--- src/hw/rtl/cpualu_pkg.sv ---
// shared types and operation codes for the 8-bit accumulator alu
package cpualu_pkg;

   localparam int unsigned KIND_W    = 5;
   localparam int unsigned DATA_W    = 8;
   localparam int unsigned BIT_IDX_W = 3;

   // operation codes carried on the kind field
   typedef enum logic [KIND_W-1:0] {
      OP_ADD  = 5'd0,
      OP_ADC  = 5'd1,
      OP_SUB  = 5'd2,
      OP_SBC  = 5'd3,
      OP_CP   = 5'd4,
      OP_AND  = 5'd5,
      OP_XOR  = 5'd6,
      OP_INC  = 5'd7,
      OP_DEC  = 5'd8,
      OP_SWAP = 5'd9,
      OP_RES  = 5'd10,
      OP_SET  = 5'd11,
      OP_BIT  = 5'd12,
      OP_SLA  = 5'd13,
      OP_SRL  = 5'd14,
      OP_SRA  = 5'd15,
      OP_RR   = 5'd16
   } kind_type;

   // condition flags
   typedef struct packed {
      logic z;
      logic n;
      logic h;
      logic c;
   } flags_type;

   // one finished operation
   typedef struct packed {
      logic [DATA_W-1:0] result;
      logic [DATA_W-1:0] acc;
      flags_type         flags;
   } exec_out_type;

endpackage

--- src/hw/rtl/cpualu_exec.sv ---
// combinational datapath: one alu operation against the current accumulator and flags
module cpualu_exec
   import cpualu_pkg::*;
(
   input  logic [KIND_W-1:0]    kind,
   input  logic [DATA_W-1:0]    operand,
   input  logic [BIT_IDX_W-1:0] bit_index,
   input  logic [DATA_W-1:0]    acc_cur,
   input  flags_type            flags_cur,
   output exec_out_type         exec_out
);

   logic              carry_use;
   logic [DATA_W:0]   sum_full;
   logic [4:0]        sum_nib;
   logic [DATA_W:0]   dif_full;
   logic [4:0]        dif_nib;
   logic [DATA_W-1:0] bit_mask;
   logic [DATA_W-1:0] val;

   // shared adder and subtractor, carry only for the with-carry forms
   assign carry_use = ((kind == OP_ADC) || (kind == OP_SBC)) ? flags_cur.c : 1'b0;
   assign sum_full  = {1'b0, acc_cur} + {1'b0, operand} + {{DATA_W{1'b0}}, carry_use};
   assign sum_nib   = {1'b0, acc_cur[3:0]} + {1'b0, operand[3:0]} + {4'd0, carry_use};
   assign dif_full  = {1'b0, acc_cur} - {1'b0, operand} - {{DATA_W{1'b0}}, carry_use};
   assign dif_nib   = {1'b0, acc_cur[3:0]} - {1'b0, operand[3:0]} - {4'd0, carry_use};
   assign bit_mask  = {{(DATA_W-1){1'b0}}, 1'b1} << bit_index;

   // operation select and flag rules
   always_comb begin
      val      = '0;
      exec_out = '{result: acc_cur, acc: acc_cur, flags: flags_cur};
      unique case (kind)
         OP_ADD, OP_ADC: begin
            val = sum_full[DATA_W-1:0];
            exec_out.result = val;
            exec_out.acc    = val;
            exec_out.flags  = '{z: (val == '0), n: 1'b0, h: sum_nib[4], c: sum_full[DATA_W]};
         end
         OP_SUB, OP_SBC: begin
            val = dif_full[DATA_W-1:0];
            exec_out.result = val;
            exec_out.acc    = val;
            exec_out.flags  = '{z: (val == '0), n: 1'b1, h: dif_nib[4], c: dif_full[DATA_W]};
         end
         OP_CP: begin
            val = dif_full[DATA_W-1:0];
            exec_out.flags = '{z: (val == '0), n: 1'b1, h: dif_nib[4], c: dif_full[DATA_W]};
         end
         OP_AND: begin
            val = acc_cur & operand;
            exec_out.result = val;
            exec_out.acc    = val;
            exec_out.flags  = '{z: (val == '0), n: 1'b0, h: 1'b1, c: 1'b0};
         end
         OP_XOR: begin
            val = acc_cur ^ operand;
            exec_out.result = val;
            exec_out.acc    = val;
            exec_out.flags  = '{z: (val == '0), n: 1'b0, h: 1'b0, c: 1'b0};
         end
         OP_INC: begin
            val = operand + 8'd1;
            exec_out.result = val;
            exec_out.flags  = '{z: (val == '0), n: 1'b0, h: (operand[3:0] == 4'hF),
                                c: flags_cur.c};
         end
         OP_DEC: begin
            val = operand - 8'd1;
            exec_out.result = val;
            exec_out.flags  = '{z: (val == '0), n: 1'b1, h: (operand[3:0] == 4'h0),
                                c: flags_cur.c};
         end
         OP_SWAP: begin
            val = {operand[3:0], operand[7:4]};
            exec_out.result = val;
            exec_out.flags  = '{z: (val == '0), n: 1'b0, h: 1'b0, c: 1'b0};
         end
         OP_RES: begin
            exec_out.result = operand & ~bit_mask;
         end
         OP_SET: begin
            exec_out.result = operand | bit_mask;
         end
         OP_BIT: begin
            exec_out.result = operand;
            exec_out.flags  = '{z: ((operand & bit_mask) == '0), n: 1'b0, h: 1'b1,
                                c: flags_cur.c};
         end
         OP_SLA: begin
            val = {operand[6:0], 1'b0};
            exec_out.result = val;
            exec_out.flags  = '{z: (val == '0), n: 1'b0, h: 1'b0, c: operand[7]};
         end
         OP_SRL: begin
            val = {1'b0, operand[7:1]};
            exec_out.result = val;
            exec_out.flags  = '{z: (val == '0), n: 1'b0, h: 1'b0, c: operand[0]};
         end
         OP_SRA: begin
            val = {operand[7], operand[7:1]};
            exec_out.result = val;
            exec_out.flags  = '{z: (val == '0), n: 1'b0, h: 1'b0, c: operand[0]};
         end
         OP_RR: begin
            val = {flags_cur.c, operand[7:1]};
            exec_out.result = val;
            exec_out.flags  = '{z: (val == '0), n: 1'b0, h: 1'b0, c: operand[0]};
         end
         // unused codes: no operation, result shows the accumulator
         default: begin
            exec_out = '{result: acc_cur, acc: acc_cur, flags: flags_cur};
         end
      endcase
   end

endmodule

--- src/hw/rtl/cpu_alu_with_flags.sv ---
// top level: 8-bit accumulator alu with z/n/h/c flags
//
//   channel | direction | ports
//   --------+-----------+----------------------------------------------------
//   req     | in        | req_valid, req_stall, req_kind, req_operand,
//           |           | req_bit_index
//   rsp     | out       | rsp_valid, rsp_stall, rsp_result, rsp_accumulator,
//           |           | rsp_flag_z, rsp_flag_n, rsp_flag_h, rsp_flag_c
//
// one item per cycle sustained while rsp is not stalled; an item passes the
// input register, then the alu into the result register that also updates acc
// and flags, so each item sees the state left by the one before.
// reset clears the accumulator, the flags and both valid bits.
// req_stall rises only when both registers are full and rsp is stalled.
module cpu_alu_with_flags
   import cpualu_pkg::*;
(
   input  logic                 clock,
   input  logic                 reset,
   input  logic                 req_valid,
   output logic                 req_stall,
   input  logic [KIND_W-1:0]    req_kind,
   input  logic [DATA_W-1:0]    req_operand,
   input  logic [BIT_IDX_W-1:0] req_bit_index,
   output logic                 rsp_valid,
   input  logic                 rsp_stall,
   output logic [DATA_W-1:0]    rsp_result,
   output logic [DATA_W-1:0]    rsp_accumulator,
   output logic                 rsp_flag_z,
   output logic                 rsp_flag_n,
   output logic                 rsp_flag_h,
   output logic                 rsp_flag_c
);

   logic                 s1_valid_ff, s1_valid_in;
   logic [KIND_W-1:0]    s1_kind_ff, s1_kind_in;
   logic [DATA_W-1:0]    s1_operand_ff, s1_operand_in;
   logic [BIT_IDX_W-1:0] s1_bit_ff, s1_bit_in;
   logic [DATA_W-1:0]    acc_ff, acc_in;
   flags_type            flags_ff, flags_in;
   logic                 out_valid_ff, out_valid_in;
   exec_out_type         out_ff, out_in;

   logic                 out_free;
   logic                 s1_move;
   logic                 req_take;
   exec_out_type         exec_out;

   // handshake control
   assign out_free  = !out_valid_ff || !rsp_stall;
   assign s1_move   = s1_valid_ff && out_free;
   assign req_stall = s1_valid_ff && !out_free;
   assign req_take  = req_valid && !req_stall;

   // alu datapath
   cpualu_exec u_exec (
      .kind      (s1_kind_ff),
      .operand   (s1_operand_ff),
      .bit_index (s1_bit_ff),
      .acc_cur   (acc_ff),
      .flags_cur (flags_ff),
      .exec_out  (exec_out)
   );

   // next values for input stage, architectural state and result register
   always_comb begin
      s1_valid_in   = s1_valid_ff;
      s1_kind_in    = s1_kind_ff;
      s1_operand_in = s1_operand_ff;
      s1_bit_in     = s1_bit_ff;
      acc_in        = acc_ff;
      flags_in      = flags_ff;
      out_valid_in  = out_valid_ff;
      out_in        = out_ff;
      if (out_free) begin
         out_valid_in = s1_valid_ff;
      end
      if (s1_move) begin
         out_in   = exec_out;
         acc_in   = exec_out.acc;
         flags_in = exec_out.flags;
      end
      if (req_take) begin
         s1_valid_in   = 1'b1;
         s1_kind_in    = req_kind;
         s1_operand_in = req_operand;
         s1_bit_in     = req_bit_index;
      end else if (s1_move) begin
         s1_valid_in = 1'b0;
      end
   end

   // control and state registers
   always_ff @(posedge clock) begin
      if (reset) begin
         s1_valid_ff  <= 1'b0;
         out_valid_ff <= 1'b0;
         acc_ff       <= '0;
         flags_ff     <= '0;
      end else begin
         s1_valid_ff  <= s1_valid_in;
         out_valid_ff <= out_valid_in;
         acc_ff       <= acc_in;
         flags_ff     <= flags_in;
      end
   end

   // payload registers
   always_ff @(posedge clock) begin
      s1_kind_ff    <= s1_kind_in;
      s1_operand_ff <= s1_operand_in;
      s1_bit_ff     <= s1_bit_in;
      out_ff        <= out_in;
   end

   // result channel
   assign rsp_valid       = out_valid_ff;
   assign rsp_result      = out_ff.result;
   assign rsp_accumulator = out_ff.acc;
   assign rsp_flag_z      = out_ff.flags.z;
   assign rsp_flag_n      = out_ff.flags.n;
   assign rsp_flag_h      = out_ff.flags.h;
   assign rsp_flag_c      = out_ff.flags.c;

endmodule

--- config.mk ---
export PLATFORM = sky130hd
export DESIGN_NAME = cpu_alu_with_flags
export DESIGN_NICKNAME = d
export VERILOG_FILES = /design/src/hw/rtl/cpualu_pkg.sv /design/src/hw/rtl/cpualu_exec.sv /design/src/hw/rtl/cpu_alu_with_flags.sv
export SDC_FILE = /design/constraint.sdc
export NUM_CORES = 1
export LEC_CHECK = 0
export BUFFER_PORTS_ARGS = -buffer_cell sky130_fd_sc_hd__buf_2
export CAP_MARGIN = 25
export CORE_AREA = 2 2 93 95
export CTS_CLUSTER_DIAMETER = 100
export DETAILED_ROUTE_END_ITERATION = 12
export DIE_AREA = 0 0 95 97
export PLACE_DENSITY_LB_ADDON = 0.05
export REMOVE_ABC_BUFFERS = 1
export SLEW_MARGIN = 0
export SYNTH_ARGS = -nofsm -noshare
export SYNTH_HDL_FRONTEND = slang
export SYNTH_SLANG_ARGS = --single-unit
--- constraint.sdc ---
create_clock -name clock -period 3.5 [get_ports clock]
set_input_delay 0 -clock clock [delete_from_list [all_inputs] [get_ports clock]]
set_output_delay 0 -clock clock [all_outputs]
set_load 0.02 [all_outputs]
==> Word-level counts from Yosys, hierarchy flattened <==
Cells that the tools add are included.
Widths: inputs -> output; s select.
{ "op_classes": {"addsub": 10, "n_mul": 0, "n_div": 0, "n_lt_le_gt_ge": 0, "eq_ne": 17, "shifts": 1, "mux": 6, "bitwise_logic": 6, "n_reduce_logical": 27} }
{ "op_table": {"columns": ["op", "n"], "rows": [
  ["$pmux 8 s14", 1],
  ["$logic_not 8->1", 10],
  ["$pmux 4 s12", 1],
  ["$eq 5x4->1 const B", 8],
  ["$pmux 8 s4", 1],
  ["$and 8x8->8", 3],
  ["$eq 5x3->1 const B", 4],
  ["$logic_not 7->1", 2],
  ["$eq 5x2->1 const B", 2],
  ["$add 8x8->9", 1],
  ["$add 9x1->9", 1],
  ["$sub 8x8->9", 1],
  ["$sub 9x1->9", 1],
  ["$add 8x1->8 const B", 1],
  ["$not 8->8", 1],
  ["$or 8x8->8", 1],
  ["$shl 1x3->8 const A", 1],
  ["$sub 8x1->8 const B", 1],
  ["$xor 8x8->8", 1],
  ["$add 4x4->5", 1],
  ["$add 5x1->5", 1],
  ["$eq 5x1->1 const B", 1],
  ["$eq 5x5->1 const B", 1],
  ["$logic_not 5->1", 1],
  ["other kinds (11)", 20]
]} }
{ "totals": {"register_bits": 50, "latch_bits": 0, "ramBits": 0, "mem_bits_ro": 0, "out_inout_bits": 22, "elab_cells": 83, "mem_count": 0} }

==> Depth between registers and ports, before layout <==
Gate-level depths: netlist of run 1.
{ "depth": {"word_depth": 7, "mapped_depth": 13} }

==> By module <==
From an unflattened synthesis of run 1, not the netlist that was laid out.
{ "unflattened": {"cells_unflattened": 514, "area_unflattened_um2": 4423.0} }
{ "modules_own_cells": {"columns": ["module", "instances", "cells_per_inst", "area_per_inst_um2"], "rows": [
  ["cpualu_exec", 1, 417, 2715.1],
  ["cpu_alu_with_flags", 1, 97, 1707.9]
]} }

==> Worst setup path before layout of run 1 <==
No wires, ideal clock.
{ "synth_path": {"kind": "register to register", "start": "register s1_kind_ff[4]", "end": "register out_ff (netlist bit rsp_result[5]), data pin", "setup_time_ps": 270, "t_arrival_ps": 3112, "path_slack_ps": 119, "stages_incl_launch_ff": 14, "path_buffers": 1, "cell_sequence": "edfxtp_1 -> clkbuf_1 -> nor2_1 -> nand4_1 -> inv_1 -> fa_1 -> inv_1 -> ha_1 -> o21ai_0 -> or4b_1 -> a21oi_1 -> nor3_1 -> or3_1 -> nand4b_1"} }
{ "synth_rtl": {"columns": ["item", "line_no", "source"], "rows": [
  ["from (decl)", "cpu_alu_with_flags.sv:36", "logic [KIND_W-1:0] s1_kind_ff, s1_kind_in;"],
  ["from (signal assigned)", "cpu_alu_with_flags.sv:110", "s1_kind_ff <= s1_kind_in;"],
  ["to (signal assigned)", "cpu_alu_with_flags.sv:113", "out_ff <= out_in;"],
  ["to (decl)", "cpu_alu_with_flags.sv:42", "exec_out_type out_ff, out_in;"]
]} }

==> summary.md, run 1 <==
| Metric | Value |
|---|---|
| Outcome | completed |
| Max-Cap Viols | 0 |
| Reg power frac | 45.2% |
| Core area | 8130 µm² |
| Global Route Usage Sum | 33.1% |
| Total CTS buffers | 5 |
| Area fraction in compound gates after synthesis | 26.5% |
| Max-slew violation count | 0 |
| Post-Synth Adder-Cell Area | 9.56% |
| Sw Pwr | 0.550 mW |
| Clk root buf | clkbuf_8 |
| P&R area growth vs syn | 16.7% |
| Placed insts | 660 |
| WP data required | 3550 ps |
| Sw frac | 35.2% |
| Static Leak | 2.06 nW |
| Clock Tree Buf Depth | 2 |
| Drt pass-1 iters | 8 |
| Syn_area_per_cell | 8.47 µm² |
| Largest net degree at the start of global routing | 29 |
| Synth unique cells | 77 |
| CP startpoint kind | flop |
| Die Span Y | 97 µm |
| Port buffer count | 41 |
| DP HPWL | 11,500 µm |
| Die Area | 9220 µm² |
| Fin nets | 632 |
| Post-CTS Setup Bufs | 0 |
| Number of enable flip-flop cells after synthesis | 36 |
| Synth warn | 0 |
| Initial antenna violation count | 0 |
| Maximum VDD drop | 0.202 mV |
| Drt initial violations | 550 |
| Mux contribution to synthesized area | 0.944% |
| Layout cells sized above 1 | 14.9% |
| Post-Synth XOR/XNOR Area | 2.80% |
| Clock power frac | 23.5% |
| Setup violators final | 0 |
| Via count | 4,549 |
| Max Clk Rate | 0.298 GHz |
| HP Class | input pin to flop |
| ANT nets after route | 0 |
| DRC | 0 |
| Total gr overflow | 0 |
| CTS tree | yes |
| Final setup margin | 147 ps |
| CP Class | flop to flop |
| Routed len/inst | 22.1 µm |
| Min cycle time layout | 3350 ps |
| I/O pins | 42 |
| Worst clock skew | 12.5 ps |
| Syn Inst Count | 516 |
| Die width | 95 µm |
| Synth Register Bits | 50 |
| Cell row count | 33 |
| Final wirelength | 15,200 µm |
| Total Neg Setup Slack | 0 ps |
| Fin. Hold Viols | 0 |
| Multi-input gate area | 2790 µm² |
| Combinational Power Share | 31.3% |
| Pre-CTS worst setup slack | -8.73 ps |
| Vias in the first global route | 4,307 |
| Simple-Gate Fraction of Synth Area | 23.5% |
| Worst relative slew slack | 28.0% |
| Top_reg_cell synth | edfxtp_1 |
| Part of the cycle the worst path needs | 95.8% |
| Crit path DAT | 3400 ps |
| Worst-Skew Late Latency | 310 ps |
| Final GP Congestion | 1.00 |
| H-Tree Depth | 2 |
| Register area | 1360 µm² |
| Pint | 1.01 mW |
| Clock-pin slew on the worst setup and hold paths | 110 ps |
| Initial Utilization | 53.7% |
| Commonest non-fill, non-tap cells in the layout | 41 x nand2_1, 41 x buf_2, 38 x nor2_1, 36 x edfxtp_1, 31 x inv_1 |
| Main combinational cell family by area after synthesis | compound AO/OA/AOI/OAI gates |
| # fillers | 732 |
| Sink Count | 50 |
| CP Max Fanout | 4 |
| PwrDens | 306 nW/µm² |
| Sequential share of the synthesized area | 31.1% |
| Async SR Flop Fraction | 0% |
| Critical path endpoint category | flop |
| Via density | 6.62 |
| Antenna cells | 0 |
| First-pass GRT wire length | 23,500 µm |
| Finished Layout Cells | 687 |
| Synth Cell Area | 4370 µm² |
| Actual slew at the worst max-slew pin | 1060 ps |
==> path summary, 6_finish.rpt <==
check	start	endpoint	slack, ps	depth (start not counted)
worst max-delay path	s1_kind_ff[3]	rsp_result[5]	150	11
worst min-delay path	req_operand[2]	s1_operand_ff[2]	390	2
worst max register to register	s1_kind_ff[3]	rsp_result[5]	150	11
worst min register to register	flags_ff[1]	flags_ff[1]	500	2
==> layout make-up <==
| cell class | count | share of cell area (%) |
|---|---|---|
| well taps | 105 | 2.58 |
| clock inverters | 3 | 0.515 |
| flip-flops and latches | 50 | 26.7 |
| inverters | 32 | 2.35 |
| multi-input cells | 404 | 54.6 |
| clock buffers | 5 | 1.35 |
| repair buffers | 88 | 11.9 |
==> critical path: stages (launching register included) <==
cell and delay, ps:
edfxtp_1 410, nor2_2 160, nand4_1 150, inv_1 100, fa_1 470, ha_1 220
o21ai_2 140, or4b_4 520, a21oi_2 190, nor3_1 80, or3_1 420, nand4b_1 230
==> synth_stat cells (3+ instances only) <==
cell / instances / area (µm²)
ha_1: 27 / 338
o31a_1: 3 / 26.3
o221ai_1: 3 / 26.3
or2_1: 5 / 31.3
nand2_1: 41 / 154
nand3_1: 21 / 105
and3_1: 6 / 37.5
nor3_1: 14 / 70.1
o211ai_1: 5 / 37.5
o21ai_1: 4 / 20.0
o21a_1: 10 / 75.1
nand2b_1: 9 / 56.3
a211oi_1: 5 / 37.5
xnor2_1: 10 / 87.6
o31ai_1: 6 / 45.0
edfxtp_1: 36 / 1080
and2_1: 7 / 43.8
clkbuf_1: 26 / 97.6
or3b_1: 3 / 26.3
a21oi_1: 24 / 120
fa_1: 4 / 80.1
nor2_1: 39 / 146
a22oi_1: 11 / 82.6
inv_1: 31 / 116
nor3b_1: 3 / 22.5
or3_1: 8 / 50.1
a21o_1: 5 / 37.5
a211o_1: 4 / 35.0
dfxtp_1: 14 / 280
mux2i_1: 3 / 30.0
a31oi_1: 5 / 31.3
xor2_1: 4 / 35.0
o21ai_0: 25 / 125
a221o_1: 5 / 50.1
nor4_1: 6 / 37.5
nand4_1: 7 / 43.8
nor2b_1: 8 / 50.1
o22ai_1: 6 / 37.5
a221oi_1: 12 / 105
==> stage by stage <==
step                      utilization (%)  power, mW  hold slack (ps)  cell area, µm²
after CTS                            62.5       1.55              392            5090
after detailed placement             59.0       1.17              178            4800
after global placement               59.0       1.16              177            4800
after floorplan                         -       1.01             69.1            4250
after global routing                 62.7       1.63              402            5100
final                                62.7       1.56              395            5100
==> state kept, by name (all words and copies together) (netlist names) <==
signal	flops
flags_ff	4
rsp_flag_h	1
s1_kind_ff	5
s1_valid_ff	1
rsp_accumulator	8
acc_ff	8
s1_operand_ff	8
s1_bit_ff	3
rsp_flag_n	1
rsp_flag_c	1
rsp_result	8
rsp_valid	1
rsp_flag_z	1
==> metal layers <==
metal / up-vias / global-route usage, % / routed length [µm] / part of all wire (%)
met2: 273 / 49.2 / 6670 / 44
met1: 2124 / 44.8 / 6170 / 41
met3: 56 / 7.24 / 1380 / 9.1
met5: - / 5.36 / 56 / 0.37
li1: 2094 / - / - / -
met4: 2 / 15.8 / 897 / 5.9
==> repair_timing <==
item                                    CTS  global route
endpoints found under the setup margin    1             7
endpoints found under the hold margin    19             0
hold buffers                             19             0
gates resized for setup                   1             5
==> logic make-up (layout without fill, tap and decap cells) <==
group	count (synthesis)	after routing
multiplexers	4	4
AND/OR/NAND/NOR	193	193
XOR/XNOR	14	14
adder cells (fa/ha/maj)	31	31
buffers and inverters	62	128
AO/OA/AOI/OAI	162	162
flip-flops	50	50
==> power by group through the flow <==
stage	logic, mW	clock network (mW)	registers, mW
after floorplan	0.256	0	0.753
after global placement	0.446	0	0.717
after detailed placement	0.453	0	0.718
after CTS	0.473	0.372	0.705
after global routing	0.525	0.392	0.710
final	0.489	0.367	0.706
Power figures use the tool's default switching activity.
==> run 2: changes to the inputs <==
--- a/config.mk
+++ b/config.mk
@@ -5,6 +5,7 @@
 export SDC_FILE = /design/constraint.sdc
 export NUM_CORES = 1
 export LEC_CHECK = 0
+export ABC_AREA = 1
 export BUFFER_PORTS_ARGS = -buffer_cell sky130_fd_sc_hd__buf_2
 export CAP_MARGIN = 25
 export CORE_AREA = 2 2 93 95
@@ -16,4 +17,5 @@
 export SLEW_MARGIN = 0
 export SYNTH_ARGS = -nofsm -noshare
 export SYNTH_HDL_FRONTEND = slang
+export SYNTH_HIERARCHICAL = 1
 export SYNTH_SLANG_ARGS = --single-unit
==> run 2 against run 1 <==
Utilization down 0.52 points. Synthesized cell count is 20% higher. First-iteration DRC count decreased by 27%. Final cell count increased by 16%. Cell area shrank 0.83%. Combinational power grew 11%. Maximum frequency increased by 5.6%. Synthesized area hardly changed. Flip-flop and latch count did not move. Clock power up 13%. Clock skew shrank 4.8 ps. Sequential share of layout area rose by 0.22 points.
==> summary.md, run 2 <==
| Metric | Value |
|---|---|
| Worst-Skew Late Latency | 300 ps (was 310 ps) |
| Die Area | 9220 µm² (unchanged) |
| Synth unique cells | 42 (was 77) |
| Die Span Y | 97 µm (unchanged) |
| Outcome | completed (unchanged) |
| CP Max Fanout | 3 (was 4) |
| Cell row count | 33 (unchanged) |
| Top cells by area, synth | edfxtp_1 25%, nand2_1 13%, inv_1 8.0%, ha_1 7.4%, dfxtp_1 6.4% (was edfxtp_1 25%, ha_1 7.7%, dfxtp_1 6.4%, nand2_1 3.5%, nor2_1 3.3%) |
| Drt initial violations | 404 (was 550) |
| CP dominant cell by count | nand2_1 |
| Layout cells sized above 1 | 15.1% (was 14.9%) |
| Initial Utilization | 53.7% (about the same) |
| Max-Cap Viols | 0 (unchanged) |
| Clock Tree Buf Depth | 2 (unchanged) |
| Pre-CTS worst setup slack | 188 ps (was -8.73 ps) |
| Synth warn | 6 (was 0) |
| Max Clk Rate | 0.315 GHz (was 0.298 GHz) |
| CP max stage delay | 470 ps (was 520 ps) |
| Maximum VDD drop | 0.186 mV (was 0.202 mV) |
| Via count | 4,505 (was 4,549) |
| ANT nets after route | 0 (unchanged) |
| Initial antenna violation count | 0 (unchanged) |
| Total Neg Setup Slack | 0 ps (unchanged) |
| Slowest CP cell | edfxtp_1 (was or4b_4) |
| Synth Register Bits | 50 (unchanged) |
| Combinational Power Share | 32.2% (was 31.3%) |
| Fin nets | 739 (was 632) |
| Most common cell in the netlist | nand2_1 (unchanged) |
| HP Class | input pin to flop (unchanged) |
| Part of the cycle the worst path needs | 90.7% (was 95.8%) |
| DP HPWL | 10,400 µm (was 11,500 µm) |
| Largest net degree at the start of global routing | 27 (was 29) |
| Die width | 95 µm (unchanged) |
| CP top delay family | simple AND/OR/NAND/NOR gates (unchanged) |
| Sw frac | 35.3% (was 35.2%) |
| H-Tree Depth | 2 (unchanged) |
| Total CTS buffers | 5 (unchanged) |
| DRC | 0 (unchanged) |
| WP data required | 3740 ps (was 3550 ps) |
| Commonest non-fill, non-tap cells in the layout | 151 x nand2_1, 92 x inv_1, 62 x nor2_1, 45 x nand3_1, 41 x buf_2 (was 41 x nand2_1, 41 x buf_2, 38 x nor2_1, 36 x edfxtp_1, 31 x inv_1) |
| Clock-pin slew on the worst setup and hold paths | 100 ps (was 110 ps) |
| First-pass GRT wire length | 20,800 µm (was 23,500 µm) |
| Vias in the first global route | 4,182 (was 4,307) |
| CP Class | flop to flop (unchanged) |
| PwrDens | 332 nW/µm² (was 306 nW/µm²) |
| P&R area growth vs syn | 15.7% (was 16.7%) |
| Pwr Total | 1.68 mW (was 1.56 mW) |
| Total gr overflow | 0 (unchanged) |
| Pint | 1.09 mW (was 1.01 mW) |
| Crit-path cells | nor3_4 > inv_2 > nor3_4 > inv_1 > fa_1 > inv_1 > fa_1 > nand2_1 > nand2_1 > nand2_1 > nand2_1 > nand2_1 > nand2_1 > nand2_1 > nor2_1 > nand3_1 > nand3_1 > nor2_1 > nor2_1 > inv_1 > nand3_1 > nand2_1 > nor2_1 (was nor2_2 > nand4_1 > inv_1 > fa_1 > ha_1 > o21ai_2 > or4b_4 > a21oi_2 > nor3_1 > or3_1 > nand4b_1) |
| Sink Count | 50 (unchanged) |
| Worst clock skew | 7.61 ps (was 12.5 ps) |
| Final GP Congestion | 1.06 (was 1.00) |
| Final setup margin | 325 ps (was 147 ps) |
| Syn_area_per_cell | 7.04 µm² (was 8.47 µm²) |
| Number of enable flip-flop cells after synthesis | 36 (unchanged) |
| # fillers | 771 (was 732) |
| I/O pins | 42 (unchanged) |
| Top cell type's share of synthesized area | 24.7% (about the same) |
| Global Route Usage Sum | 29.6% (was 33.1%) |
| Core Util, Final | 62.2% (was 62.7%) |
| Actual slew at the worst max-slew pin | 592 ps (was 1060 ps) |
| Synth Cell Area | 4370 µm² (about the same) |
| Most common cell after layout, fill and taps aside | nand2_1 |
| Via density | 5.67 (was 6.62) |
| Top cell type by total area after synthesis | edfxtp_1 (unchanged) |
| Post-synth top cells | 151 x nand2_1, 93 x inv_1, 62 x nor2_1, 45 x nand3_1, 38 x o21ai_0 (was 41 x nand2_1, 39 x nor2_1, 36 x edfxtp_1, 31 x inv_1, 27 x ha_1) |
| Async SR Flop Fraction | 0% (unchanged) |
| Critical path endpoint category | flop (unchanged) |
| Core area | 8130 µm² (unchanged) |
| Fin. Hold Viols | 0 (unchanged) |
| Sw Pwr | 0.593 mW (was 0.550 mW) |
| Worst relative slew slack | 60.3% (was 28.0%) |
| Clock power frac | 24.7% (was 23.5%) |
| Sequential share of the synthesized area | 31.1% (about the same) |
| Syn Inst Count | 621 (was 516) |
| Setup violators final | 0 (unchanged) |
| Port buffer count | 41 (unchanged) |
| Final wirelength | 13,500 µm (was 15,200 µm) |
| Min cycle time layout | 3180 ps (was 3350 ps) |
| Antenna cells | 0 (unchanged) |
| Crit path DAT | 3420 ps (was 3400 ps) |
| Routed len/inst | 17.0 µm (was 22.1 µm) |
| CP startpoint kind | flop (unchanged) |
| CTS tree | yes (unchanged) |
| Clk root buf | clkbuf_8 (unchanged) |
| Max-slew violation count | 0 (unchanged) |
| Worst Path Buf+Inv | 4 (was 1) |
| Static Leak | 2.39 nW (was 2.06 nW) |
| Reg power frac | 43.1% (was 45.2%) |
| Drt pass-1 iters | 5 (was 8) |
| Top_reg_cell synth | edfxtp_1 (unchanged) |
-- run 2: cell types whose count changed after synthesis, sizes merged, moves of 8 or more --
cell	delta
nand2	+115
inv	+71
nand3	+34
nor2	+32
clkbuf	-23
o22ai	+14
a22oi	-11
a221oi	-10
o21ai	+10
nand2b	-9
nor2b	-8
o21a	-8
or3	-8
-- run 2: metrics by stage --
step / area, µm² / instances / hold slack, ps
final: 5060 / 795 / 60.5
after global placement: 4690 / 762 / 177
after global routing: 5060 / 795 / 70.3
after floorplan: 4300 / 610 / 69.1
after detailed placement: 4690 / 762 / 178
after CTS: 4980 / 788 / 43.4
-- run 2: worst register-to-register path, stage by stage, from the launching register on --
cell and delay [ps]:
edfxtp_1 470, nor3_4 260, inv_2 90, nor3_4 150, inv_1 80, fa_1 410, inv_1 90, fa_1 200
nand2_1 70, nand2_1 70, nand2_1 100, nand2_1 110, nand2_1 70, nand2_1 70, nand2_1 70, nor2_1 130
nand3_1 120, nand3_1 100, nor2_1 50, nor2_1 120, inv_1 50, nand3_1 70, nand2_1 60, nor2_1 110
-- run 2: layout make-up --
type                    instances  area (µm²)  share of cell area [%]
inverters                     104         405                    8.01
repair buffers                 72         490                    9.70
well taps                     105         131                    2.60
flip-flops and latches         50        1360                    26.9
multi-input cells             456        2560                    50.5
clock inverters                 3        45.0                   0.890
clock buffers                   5        68.8                    1.36
-- run 2: cell families after synthesis --
kind of cell             synth area share (%)
buffers and inverters                    10.9
XOR/XNOR                                 2.40
AO/OA/AOI/OAI                            12.5
AND/OR/NAND/NOR                          33.8
flip-flops                               31.1
adder cells (fa/ha/maj)                  9.28
-- run 2: worst paths after layout --
kind,from,to,slack [ps],cells past startpoint
worst max-delay path,s1_kind_ff[3],flags_ff[3],320,23
worst min-delay path,rsp_stall,s1_valid_ff,60,3
worst max register to register,s1_kind_ff[3],flags_ff[3],320,23
worst min register to register,flags_ff[2],flags_ff[2],490,2
-- run 2: power groups by stage --
stage          Clock [mW]  Sequential, mW  Combinational (mW)
2_1_floorplan           0           0.756               0.336
3_3_place_gp            0           0.737               0.498
3_5_place_dp            0           0.738               0.505
4_1_cts             0.426           0.725               0.523
5_1_grt             0.446           0.730               0.603
6_report            0.415           0.725               0.542
-- run 2: repair_timing --
action,in CTS,in global routing
resized for setup,0,4
setup buffers,0,6
endpoints found under the setup margin,0,11
hold buffers,18,0
endpoints found under the hold margin,18,0
-- run 2: per-layer routing --
| layer | vias up | track usage (%) | share of wire (%) | wire length, µm |
|---|---|---|---|---|
| li1 | 2185 | - | - | - |
| met5 | - | 2.98 | 0.25 | 34 |
| met2 | 223 | 46.2 | 45 | 6050 |
| met3 | 47 | 4.91 | 8.7 | 1180 |
| met1 | 2048 | 38.9 | 41 | 5520 |
| met4 | 2 | 15.4 | 5.3 | 722 |
